===== src/hw/rtl/doq_pkg.sv =====
// ============================================================================
// doq_pkg
// Shared widths, result codes and controller/datapath signal groups for the
// deadline ordered completion queue.
// ============================================================================
package doq_pkg;

    localparam int DEPTH_DEF   = 16;
    localparam int MAX_RESULTS = 16;
    localparam int RUN_W       = 16;
    localparam int TIME_W      = 32;
    localparam int JOB_W       = 8;
    localparam int KIND_W      = 2;
    localparam int CNT_W       = $clog2(MAX_RESULTS + 1);

    typedef logic [KIND_W-1:0] kind_t;

    localparam kind_t KIND_ACCEPT   = 2'd0;
    localparam kind_t KIND_COMPLETE = 2'd1;
    localparam kind_t KIND_REJECT   = 2'd2;
    localparam kind_t KIND_NONE     = 2'd3;

    localparam logic OP_INSERT = 1'b0;
    localparam logic OP_TICK   = 1'b1;

    typedef struct packed {
        logic load;
        logic calc_sum;
        logic calc_cmp;
        logic do_insert;
        logic do_reject;
        logic do_pop;
        logic pop_last;
        logic emit_none;
    } cmd_t;

    typedef struct packed {
        logic op;
        logic full;
        logic head_expired;
        logic second_expired;
        logic out_free;
    } stat_t;

endpackage


===== src/hw/rtl/doq_in_if.sv =====
// ============================================================================
// doq_in_if
// Input channel: insert or tick requests with valid/ready transfer.
// ============================================================================
interface doq_in_if;
    logic                         valid;
    logic                         ready;
    logic                         op;
    logic [doq_pkg::RUN_W-1:0]    run_time;
    logic [doq_pkg::TIME_W-1:0]   now;

    modport source (output valid, output op, output run_time, output now, input ready);
    modport sink   (input valid, input op, input run_time, input now, output ready);
endinterface


===== src/hw/rtl/doq_out_if.sv =====
// ============================================================================
// doq_out_if
// Output channel: result items with valid/ready transfer.
// ============================================================================
interface doq_out_if;
    logic                         valid;
    logic                         ready;
    logic [doq_pkg::KIND_W-1:0]   kind;
    logic [doq_pkg::JOB_W-1:0]    job_id;
    logic [doq_pkg::TIME_W-1:0]   deadline;
    logic                         last;

    modport source (output valid, output kind, output job_id, output deadline, output last,
                    input ready);
    modport sink   (input valid, input kind, input job_id, input deadline, input last,
                    output ready);
endinterface


===== src/hw/rtl/doq_ctrl.sv =====
// ============================================================================
// doq_ctrl
// Sequencer for insert (sum, compare, write) and tick (pop per cycle while the output is free).
// ============================================================================
module doq_ctrl (
    input  logic           clk,
    input  logic           rst_n,
    input  logic           in_valid,
    output logic           in_ready,
    input  doq_pkg::stat_t stat,
    output doq_pkg::cmd_t  cmd
);

    typedef enum logic [4:0] {
        ST_IDLE = 5'b00001,
        ST_SUM  = 5'b00010,
        ST_CMP  = 5'b00100,
        ST_INS  = 5'b01000,
        ST_POP  = 5'b10000
    } state_t;

    state_t                    state_reg, state_next;
    logic [doq_pkg::CNT_W-1:0] cnt_reg, cnt_next;
    logic                      may_pop;

    assign in_ready = (state_reg == ST_IDLE);
    assign may_pop  = stat.head_expired
                    && (cnt_reg < doq_pkg::CNT_W'(doq_pkg::MAX_RESULTS));

    always_comb
    begin
        state_next = state_reg;
        cnt_next   = cnt_reg;
        cmd        = '0;
        case (state_reg)
            ST_IDLE:
            begin
                if (in_valid)
                begin
                    cmd.load = 1'b1;
                    cnt_next = '0;
                    state_next = (stat.op == doq_pkg::OP_TICK) ? ST_POP : ST_SUM;
                end
            end
            ST_SUM:
            begin
                cmd.calc_sum = 1'b1;
                state_next   = ST_CMP;
            end
            ST_CMP:
            begin
                cmd.calc_cmp = 1'b1;
                state_next   = ST_INS;
            end
            ST_INS:
            begin
                if (stat.out_free)
                begin
                    if (stat.full)
                    begin
                        cmd.do_reject = 1'b1;
                    end
                    else
                    begin
                        cmd.do_insert = 1'b1;
                    end
                    state_next = ST_IDLE;
                end
            end
            ST_POP:
            begin
                if (stat.out_free)
                begin
                    if (may_pop)
                    begin
                        cmd.do_pop   = 1'b1;
                        cmd.pop_last = !(stat.second_expired
                            && (cnt_reg < doq_pkg::CNT_W'(doq_pkg::MAX_RESULTS - 1)));
                        cnt_next     = cnt_reg + doq_pkg::CNT_W'(1);
                        if (cmd.pop_last)
                        begin
                            state_next = ST_IDLE;
                        end
                    end
                    else
                    begin
                        cmd.emit_none = (cnt_reg == '0);
                        state_next    = ST_IDLE;
                    end
                end
            end
            default:
            begin
                state_next = ST_IDLE;
            end
        endcase
    end

    always_ff @(posedge clk or negedge rst_n)
    begin
        if (!rst_n)
        begin
            state_reg <= ST_IDLE;
            cnt_reg   <= '0;
        end
        else
        begin
            state_reg <= state_next;
            cnt_reg   <= cnt_next;
        end
    end

endmodule


===== src/hw/rtl/doq_dp.sv =====
// ============================================================================
// doq_dp
// Sorted entry row with per-entry compare, shift insert, head pop, and the
// result output register.
// ============================================================================
module doq_dp #(
    parameter int DEPTH = doq_pkg::DEPTH_DEF
) (
    input  logic                        clk,
    input  logic                        rst_n,
    input  doq_pkg::cmd_t               cmd,
    output doq_pkg::stat_t              stat,
    input  logic                        in_op,
    input  logic [doq_pkg::RUN_W-1:0]   in_run_time,
    input  logic [doq_pkg::TIME_W-1:0]  in_now,
    output logic                        out_valid,
    input  logic                        out_ready,
    output logic [doq_pkg::KIND_W-1:0]  out_kind,
    output logic [doq_pkg::JOB_W-1:0]   out_job_id,
    output logic [doq_pkg::TIME_W-1:0]  out_deadline,
    output logic                        out_last
);

    localparam int OCC_W = $clog2(DEPTH + 1);

    logic [doq_pkg::RUN_W-1:0]  run_reg;
    logic [doq_pkg::TIME_W-1:0] now_reg;
    logic [doq_pkg::TIME_W-1:0] dl_reg;
    logic [DEPTH-1:0]           c_reg, c_next;
    logic [DEPTH-1:0]           c_prev;
    logic [doq_pkg::TIME_W-1:0] dl_arr_reg [DEPTH];
    logic [doq_pkg::JOB_W-1:0]  id_arr_reg [DEPTH];
    logic [OCC_W-1:0]           occ_reg;
    logic [doq_pkg::JOB_W-1:0]  next_job_reg;
    logic [doq_pkg::TIME_W:0]   sum;
    logic                       emit;

    logic                        out_valid_reg;
    logic [doq_pkg::KIND_W-1:0]  out_kind_reg;
    logic [doq_pkg::JOB_W-1:0]   out_job_reg;
    logic [doq_pkg::TIME_W-1:0]  out_dl_reg;
    logic                        out_last_reg;

    assign sum    = {1'b0, now_reg} + {{(doq_pkg::TIME_W + 1 - doq_pkg::RUN_W){1'b0}}, run_reg};
    assign c_prev = {c_reg[DEPTH-2:0], 1'b0};
    assign emit   = cmd.do_insert || cmd.do_reject || cmd.do_pop || cmd.emit_none;

    always_comb
    begin
        for (int i = 0; i < DEPTH; i++)
        begin
            if (i == 0)
            begin
                c_next[i] = (occ_reg > OCC_W'(i)) && (dl_arr_reg[i] > dl_reg);
            end
            else
            begin
                c_next[i] = (occ_reg > OCC_W'(i)) && (dl_arr_reg[i] >= dl_reg);
            end
        end
    end

    assign stat.op             = in_op;
    assign stat.full           = (occ_reg == OCC_W'(DEPTH));
    assign stat.head_expired   = (occ_reg != '0) && (dl_arr_reg[0] < now_reg);
    assign stat.second_expired = (occ_reg > OCC_W'(1)) && (dl_arr_reg[1] < now_reg);
    assign stat.out_free       = !out_valid_reg || out_ready;

    always_ff @(posedge clk)
    begin
        if (cmd.load)
        begin
            run_reg <= in_run_time;
            now_reg <= in_now;
        end
        if (cmd.calc_sum)
        begin
            dl_reg <= sum[doq_pkg::TIME_W] ? '1 : sum[doq_pkg::TIME_W-1:0];
        end
        if (cmd.calc_cmp)
        begin
            c_reg <= c_next;
        end
        if (cmd.do_insert)
        begin
            for (int i = 0; i < DEPTH; i++)
            begin
                if (c_prev[i])
                begin
                    if (i > 0)
                    begin
                        dl_arr_reg[i] <= dl_arr_reg[i-1];
                        id_arr_reg[i] <= id_arr_reg[i-1];
                    end
                end
                else if (c_reg[i] || (occ_reg == OCC_W'(i)))
                begin
                    dl_arr_reg[i] <= dl_reg;
                    id_arr_reg[i] <= next_job_reg;
                end
            end
        end
        else if (cmd.do_pop)
        begin
            for (int i = 0; i < DEPTH - 1; i++)
            begin
                dl_arr_reg[i] <= dl_arr_reg[i+1];
                id_arr_reg[i] <= id_arr_reg[i+1];
            end
        end
        if (emit)
        begin
            if (cmd.do_insert)
            begin
                out_kind_reg <= doq_pkg::KIND_ACCEPT;
                out_job_reg  <= next_job_reg;
                out_dl_reg   <= dl_reg;
                out_last_reg <= 1'b1;
            end
            else if (cmd.do_pop)
            begin
                out_kind_reg <= doq_pkg::KIND_COMPLETE;
                out_job_reg  <= id_arr_reg[0];
                out_dl_reg   <= dl_arr_reg[0];
                out_last_reg <= cmd.pop_last;
            end
            else
            begin
                out_kind_reg <= cmd.do_reject ? doq_pkg::KIND_REJECT : doq_pkg::KIND_NONE;
                out_job_reg  <= '0;
                out_dl_reg   <= '0;
                out_last_reg <= 1'b1;
            end
        end
    end

    always_ff @(posedge clk or negedge rst_n)
    begin
        if (!rst_n)
        begin
            occ_reg       <= '0;
            next_job_reg  <= '0;
            out_valid_reg <= 1'b0;
        end
        else
        begin
            if (cmd.do_insert)
            begin
                occ_reg      <= occ_reg + OCC_W'(1);
                next_job_reg <= next_job_reg + doq_pkg::JOB_W'(1);
            end
            else if (cmd.do_pop)
            begin
                occ_reg <= occ_reg - OCC_W'(1);
            end
            if (emit)
            begin
                out_valid_reg <= 1'b1;
            end
            else if (out_ready)
            begin
                out_valid_reg <= 1'b0;
            end
        end
    end

    assign out_valid    = out_valid_reg;
    assign out_kind     = out_kind_reg;
    assign out_job_id   = out_job_reg;
    assign out_deadline = out_dl_reg;
    assign out_last     = out_last_reg;

endmodule


===== src/hw/rtl/deadline_ordered_completion_queue_core.sv =====
// ============================================================================
// deadline_ordered_completion_queue_core
// Deadline sorted job queue: insert with saturating deadline, tick drains
// expired head entries in order.
// ============================================================================
// Insert: accept, deadline add, per-entry compare, shift write; the result
//   is registered in the output register at the shift write.
// Tick: one head pop per cycle while the output register is free.
// Reset clears occupancy, the next job id and the sequencer; entry storage
//   is not cleared.
// ============================================================================
module deadline_ordered_completion_queue_core #(
    parameter int DEPTH = doq_pkg::DEPTH_DEF
) (
    input  logic      clk,
    input  logic      rst_n,
    doq_in_if.sink    in_ch,
    doq_out_if.source out_ch
);

    doq_pkg::cmd_t  cmd;
    doq_pkg::stat_t stat;

    doq_ctrl u_ctrl (
        .clk      (clk),
        .rst_n    (rst_n),
        .in_valid (in_ch.valid),
        .in_ready (in_ch.ready),
        .stat     (stat),
        .cmd      (cmd)
    );

    doq_dp #(
        .DEPTH (DEPTH)
    ) u_dp (
        .clk          (clk),
        .rst_n        (rst_n),
        .cmd          (cmd),
        .stat         (stat),
        .in_op        (in_ch.op),
        .in_run_time  (in_ch.run_time),
        .in_now       (in_ch.now),
        .out_valid    (out_ch.valid),
        .out_ready    (out_ch.ready),
        .out_kind     (out_ch.kind),
        .out_job_id   (out_ch.job_id),
        .out_deadline (out_ch.deadline),
        .out_last     (out_ch.last)
    );

endmodule


===== src/flat_wrapper.sv =====
// flat-port wrapper written by rule: the top's interface ports become plain ports
module deadline_ordered_completion_queue_core_flat 
#(
    parameter int DEPTH = doq_pkg::DEPTH_DEF
)
  (clk, rst_n, in_ch_valid, in_ch_op, in_ch_run_time, in_ch_now, in_ch_ready, out_ch_valid, out_ch_kind, out_ch_job_id, out_ch_deadline, out_ch_last, out_ch_ready);
  doq_in_if in_ch_i ();
  doq_out_if out_ch_i ();
  input  logic clk;
  input  logic rst_n;
  input wire logic [$bits(in_ch_i.valid)-1:0] in_ch_valid;
  input wire logic [$bits(in_ch_i.op)-1:0] in_ch_op;
  input wire logic [$bits(in_ch_i.run_time)-1:0] in_ch_run_time;
  input wire logic [$bits(in_ch_i.now)-1:0] in_ch_now;
  output wire logic [$bits(in_ch_i.ready)-1:0] in_ch_ready;
  output wire logic [$bits(out_ch_i.valid)-1:0] out_ch_valid;
  output wire logic [$bits(out_ch_i.kind)-1:0] out_ch_kind;
  output wire logic [$bits(out_ch_i.job_id)-1:0] out_ch_job_id;
  output wire logic [$bits(out_ch_i.deadline)-1:0] out_ch_deadline;
  output wire logic [$bits(out_ch_i.last)-1:0] out_ch_last;
  input wire logic [$bits(out_ch_i.ready)-1:0] out_ch_ready;
  assign in_ch_i.valid = in_ch_valid;
  assign in_ch_i.op = in_ch_op;
  assign in_ch_i.run_time = in_ch_run_time;
  assign in_ch_i.now = in_ch_now;
  assign in_ch_ready = in_ch_i.ready;
  assign out_ch_valid = out_ch_i.valid;
  assign out_ch_kind = out_ch_i.kind;
  assign out_ch_job_id = out_ch_i.job_id;
  assign out_ch_deadline = out_ch_i.deadline;
  assign out_ch_last = out_ch_i.last;
  assign out_ch_i.ready = out_ch_ready;
  deadline_ordered_completion_queue_core #(.DEPTH(DEPTH)) u_core (.clk(clk), .rst_n(rst_n), .in_ch(in_ch_i), .out_ch(out_ch_i));
endmodule

===== config.mk =====
export PLATFORM = sky130hd
export DESIGN_NAME = deadline_ordered_completion_queue_core_flat
export DESIGN_NICKNAME = d
export VERILOG_FILES = /design/src/hw/rtl/doq_pkg.sv /design/src/hw/rtl/doq_in_if.sv /design/src/hw/rtl/doq_out_if.sv /design/src/hw/rtl/doq_ctrl.sv /design/src/hw/rtl/doq_dp.sv /design/src/hw/rtl/deadline_ordered_completion_queue_core.sv /design/src/flat_wrapper.sv
export SDC_FILE = /design/constraint.sdc
export NUM_CORES = 2
export LEC_CHECK = 0
export ABC_AREA = 1
export BUFFER_PORTS_ARGS = -buffer_cell sky130_fd_sc_hd__buf_2
export CAP_MARGIN = 20
export CORE_UTILIZATION = 40
export CTS_BUF_LIST = sky130_fd_sc_hd__clkbuf_16
export DETAILED_ROUTE_END_ITERATION = 8
export PLACE_DENSITY = 0.59
export SLEW_MARGIN = 30
export SYNTH_ARGS = -nofsm -noshare
export SYNTH_HDL_FRONTEND = slang
export SYNTH_HIERARCHICAL = 1
export SYNTH_SLANG_ARGS = --single-unit

===== constraint.sdc =====
create_clock -name clk -period 4.9 [get_ports clk]
set_input_delay 0 -clock clk [delete_from_list [all_inputs] [get_ports clk]]
set_output_delay 0 -clock clk [all_outputs]
set_load 0.005 [all_outputs]

==> Word-level counts from Yosys, hierarchy flattened <==
Memory sizes are Yosys's and may differ from the RTL's.
Cells that the tools add are included.
{ "totals": {"register_bits": 163, "inputBits": 53, "output_inout_bits": 45, "mem_bits_rw": 640, "n_memories": 2, "wordCells": 400} }
{ "op_classes": {"n_eq_ne": 26, "n_mux": 204, "n_lt_le_gt_ge": 36, "addsub": 5, "n_bitwise": 61, "n_reduce_logical": 52} }
{ "memory_table": {"columns": ["memory", "depth", "word_bits", "read_ports", "rd_ports_with_merged_regs", "write_ports", "line", "source"], "rows": [
  ["u_core.u_dp.dl_arr_reg", 16, 32, 16, 0, 16, "doq_dp.sv:31", "logic [doq_pkg::TIME_W-1:0] dl_arr_reg [DEPTH];"],
  ["u_core.u_dp.id_arr_reg", 16, 8, 16, 0, 16, "doq_dp.sv:32", "logic [doq_pkg::JOB_W-1:0] id_arr_reg [DEPTH];"]
]} }
{ "ops": {"columns": ["cell", "count"], "rows": [
  ["2-to-1 mux 32 bit", 32],
  ["greater-or-equal comparator 32 bit", 15],
  ["2-to-1 mux 8 bit", 32],
  ["2-to-1 mux 1 bit", 122],
  ["less-than comparator 32 bit", 2],
  ["bitwise OR 1 bit", 60],
  ["2-to-1 mux 5 bit", 11],
  ["equality test 5 x 4 -> 1 bit (second input constant)", 9],
  ["> comparator 5 x 4 -> 1 bit (second input constant)", 8],
  ["adder 32 x 16 -> 33 bit", 1],
  ["> comparator 32 bit", 1],
  ["equality test 5 x 3 -> 1 bit (second input constant)", 5],
  ["one-hot mux 5 bit (5 select lines)", 1],
  ["> comparator 5 x 3 -> 1 bit (second input constant)", 4],
  ["logical AND 1 bit", 20],
  ["logical OR 1 bit", 20],
  ["equality test 5 x 2 -> 1 bit (second input constant)", 3],
  ["adder 5 x 1 -> 5 bit (second input constant)", 2],
  ["equality test 5 x 1 -> 1 bit (second input constant)", 2],
  ["equality test 5 bit (second input constant)", 2],
  ["> comparator 5 x 1 -> 1 bit (second input constant)", 2],
  ["> comparator 5 x 2 -> 1 bit (second input constant)", 2],
  ["zero test 5 bit", 2],
  ["one-hot mux 5 bit (2 select lines)", 1],
  ["15 further kinds", 25]
]} }

==> Depth between registers and ports, before layout <==
An unclocked memory read counts as a cell.
{ "logic_depth": {"depth_word": 12, "ltp_mapped": 23, "mapped_depth_nobuf": 21} }

==> Modules after synthesis <==
Netlist, hierarchy kept.
{ "by_module_without_submodules": {"columns": ["module", "cells_per_inst", "seq_area_each_um2", "area_each_um2", "instances"], "rows": [
  ["doq_dp", 6191, 23742.8, 53525.1, 1],
  ["doq_ctrl", 96, 251.5, 703.2, 1]
]} }

==> Least setup slack after synthesis <==
OpenSTA, ideal clock, no wires.
{ "synth_path": {"path_type": "flip-flop to flip-flop", "from": "register u_core/u_dp/now_reg[23] in the netlist's numbering", "to": "memory u_core/u_dp/dl_arr_reg[0][128] in the netlist's numbering (enable)", "setup_time_ps": 493, "stages_incl_launch_ff": 15, "period_less_slack_ps": 5178, "arrival_time_ps": 4686, "t_required_ps": 4407, "setup_slack_ps": -278, "cell_sequence": "edfxtp_1 -> inv_1 -> ha_1 -> a21oi_1 -> o21a_1 -> nand2_1 -> nand2_1 -> nand3_1 -> a21oi_1 -> inv_1 -> nor2_1 -> nand4_2 -> nor2_1 -> nor2_1 -> o21ai_0"} }
{ "synth_rtl": {"columns": ["element", "line", "source"], "rows": [
  ["start: declaration", "doq_dp.sv:27", "logic [doq_pkg::TIME_W-1:0] now_reg;"],
  ["start signal: assignment", "doq_dp.sv:74", "now_reg <= in_now;"],
  ["end: declaration", "doq_dp.sv:31", null]
]} }

==> impl_metrics.json <==
{
  "outcome": "finished clean",
  "crit_type": "register to register",
  "min_to": "u_core/u_ctrl/state_reg[0]",
  "power.share.clock": 0.290,
  "htreeDepth": 3,
  "cts_tree": "yes",
  "vias_per_cell": 5.368,
  "ant_nets": 0,
  "hold_class": "primary input to register",
  "placed_cells": 7931,
  "reg2reg_slack_ns": 0.80,
  "grt_max_degree": 143,
  "drt_first_pass_iters": 6,
  "pwr-share-seq": 0.411,
  "tightest_slew_ns": 0.9529,
  "worst_r2r_endpoint": "u_core/u_dp/dl_arr_reg[0][259]",
  "slowest_delay_ns": 0.50,
  "largest_reg_flops": 512,
  "seq_area_frac_synth": 0.4425,
  "setup_viol": 0,
  "yosysWarnings": 6,
  "cts-resized-gates": 0,
  "irDropWorstVdd_mv": 0.3357,
  "ys_seq_elements": 803,
  "nFillCells": 12650,
  "syn-mean-instance-area_um2": 8.625,
  "combinationalPowerShare": 0.299,
  "fmax_mhz": 243.8,
  "period_needed_ns": 4.103,
  "syn_inst": 6287,
  "setup_tns_ns": 0,
  "initial_utilization": 0.4048,
  "startpoint_type": "register",
  "hold_violations": 0,
  "clock-sinks": 803,
  "grt_pass1_vias": 41650,
  "drt_first_iter_violations": 3532,
  "cp_cell_sequence": "ha_1 > a21oi_1 > nor2_1 > nor3_1 > nand2_1 > nand2_1 > nand2_1 > a21oi_1 > inv_1 > nor2_1 > nand4_2 > nor2_1 > inv_1 > nor2_4 > inv_8 > o211ai_1 > buf_4",
  "synth.most_common_cell": "nand2_1",
  "die_h_um": 370.2,
  "syn_nets": 6940,
  "intPower_mw": 15.25,
  "port_buffers": 97,
  "synth-edff-count": 779,
  "io_pins": 98,
  "drc": 0,
  "core-area_mm2": 0.1340,
  "synth_common_cells": "nand2_1, o21ai_0, inv_1",
  "yosys.area.top_type": "edfxtp_1",
  "synth_flop_cell": "edfxtp_1",
  "finalCritPeriodShare": 0.8373,
  "dp_hpwl_mm": 112.8,
  "path_max_fanout": 107,
  "synth.area.top_cells": "edfxtp_1, ha_1, nand2_1",
  "clk-insertion-delay-late_ns": 0.70,
  "cp_slowest_cell": "buf_4",
  "cts_buffers": 91,
  "netSwitchingPower_mw": 8.453,
  "drt-total-wl_mm": 148.1,
  "clk_path_buf_depth": 3,
  "synthArstFlopShare": 0.02989,
  "die_x_um": 370.2,
  "antenna_found_initial": 0,
  "antenna_cells": 0,
  "power_density_mw_per_mm2": 392.1,
  "crit_arrival_ns": 4.41,
  "slew_viol_final": 0,
  "switching_share": 0.3566,
  "drive_above_1_share": 0.07044,
  "hp-start": "in_ch_valid",
  "slew_headroom": 0.3641,
  "skew_ns": 0.03668,
  "num_vias": 44010,
  "rsz0062_at_grt": "no",
  "grtUsageTotal": 0.2142,
  "whs_ns": 0.1810,
  "gp_congestion": 0.9144,
  "wl_per_cell_um": 18.06,
  "ff2ff_path_depth": 17,
  "cts_root_buffer": "clkbuf_16",
  "layout_setup_ws_ns": 0.7974,
  "final_cell_count_no_fill": 8199,
  "syn_area_mm2": 0.05423,
  "overflow": 0,
  "dieArea_mm2": 0.1370,
  "end_kind": "register",
  "maxCapViolCount": 0,
  "synth_top_area_frac": 0.4314,
  "crit_required_ns": 5.21,
  "grt_pass1_wl_mm": 231.4,
  "place_ws_ns": 0.8169,
  "crit-reg2reg-launch": "u_core/u_dp/dl_arr_reg[0][5]",
  "clk_pin_slew_ns": 0.06,
  "power.leakage_nw": 26.62,
  "num_rows": 134,
  "yosysUniqueCellTypes": 54,
  "layout.nets": 7012,
  "syn_to_final_growth_pct": 11.46,
  "holdPathStages": 5
}
-- cell type report --
type | instances | area, um2 | share of cell area
Clock buffer | 91 | 2277 | 0.03768
Clock inverter | 74 | 659.4 | 0.01091
Inverter | 812 | 3060 | 0.05064
Multi-Input combinational cell | 4360 | 25780 | 0.4265
Sequential cell | 803 | 23990 | 0.3970
Tap cell | 1768 | 2212 | 0.03660
Timing Repair Buffer | 291 | 2460 | 0.04070
-- cells in the final DEF, fill, tap and decap left out, types with 6 or more instances in the layout --
cell,netlist,layout
a21o_1,13,13
inv_6,0,7
o211ai_2,49,49
o21ai_4,8,13
bufinv_16,0,10
inv_2,10,20
o22ai_1,6,6
clkinv_2,0,12
nand4_1,35,35
dfrtp_1,23,23
dlygate4sd3_1,0,102
inv_1,800,798
o21ai_0,936,933
o21ai_1,253,253
nor3_1,24,23
buf_12,0,21
o21a_1,32,32
nor4_1,6,6
buf_4,12,71
a21oi_1,350,349
nand2_1,1433,1427
ha_1,599,599
clkbuf_16,0,91
nand2_2,4,10
or2_2,7,7
and2_1,9,9
o211ai_1,202,202
nand3_1,96,96
clkinv_1,0,24
xor2_1,19,19
buf_2,101,97
edfxtp_1,779,779
nor2_1,234,233
-- cells by family (layout without fill, tap and decap cells) --
| logic type | count (synthesis) | count (layout) | share of synthesized area |
|---|---|---|---|
| buf+inv | 1124 | 1268 | 0.08380 |
| xor+xnor | 20 | 20 | 0.003230 |
| flops | 803 | 803 | 0.4425 |
| simple gates | 1871 | 1871 | 0.1381 |
| fa+ha+maj | 600 | 600 | 0.1386 |
| compound gates | 1869 | 1869 | 0.1939 |
-- power groups by stage --
| stage | combinational, mW | sequential [mW] | clock (mW) |
|---|---|---|---|
| finish | 7.09 | 9.75 | 6.86 |
| global route | 8.09 | 9.85 | 7.26 |
| CTS | 7.08 | 9.73 | 7.03 |
| detailed placement | 6.98 | 9.87 | 0 |
| global placement | 6.75 | 9.84 | 0 |
| floorplan | 5.00 | 9.50 | 0 |
-- per-layer routing --
layer | global-route usage | vias up | wire [um]
met5 | 0 | - | 0
li1 | - | 21870 | -
met3 | 0.02051 | 204 | 8813
met4 | 0.06627 | 0 | 3731
met1 | 0.3026 | 20650 | 68200
met2 | 0.3452 | 1285 | 67330
-- critical path, delay by kind of cell, from the launching register on --
kind            cells  cell delay, ns
buf+inv             4            1.01
flops               1            0.46
compound gates      3            0.58
simple gates        9            1.29
fa+ha+maj           1            0.32
-- worst max path at each step --
stage	start	slack, ns	end	depth (start not counted)
after floorplan	u_core/u_dp/now_reg[23]	-0.28	u_core/u_dp/dl_arr_reg[0][128]	14
after global placement	u_core/u_dp/dl_arr_reg[0][5]	0.81	u_core/u_dp/dl_arr_reg[0][259]	17
after detailed placement	u_core/u_dp/dl_arr_reg[0][5]	0.82	u_core/u_dp/dl_arr_reg[0][259]	17
after CTS	u_core/u_dp/dl_arr_reg[0][5]	0.77	u_core/u_dp/dl_arr_reg[0][261]	17
after global routing	u_core/u_dp/now_reg[1]	0.38	u_core/u_dp/dl_arr_reg[0][307]	21
final	u_core/u_dp/dl_arr_reg[0][5]	0.80	u_core/u_dp/dl_arr_reg[0][259]	17
-- metrics by stage --
step           area [um2]  power, mW  utilization
2_1_floorplan       54230      14.50            -
3_3_place_gp        56460      16.59       0.4215
3_5_place_dp        56460      16.84       0.4215
4_1_cts             60440      23.84       0.4512
5_1_grt             60440      25.19       0.4512
6_report            60440      23.70       0.4512
-- what timing repair did --
item / CTS / global route
hold endpoints to repair: 83 / 0
setup endpoints to repair: 0 / 0
hold buffers: 103 / 0
setup buffers: 0 / 0
Note: power is estimated with default switching activity, not from simulation.
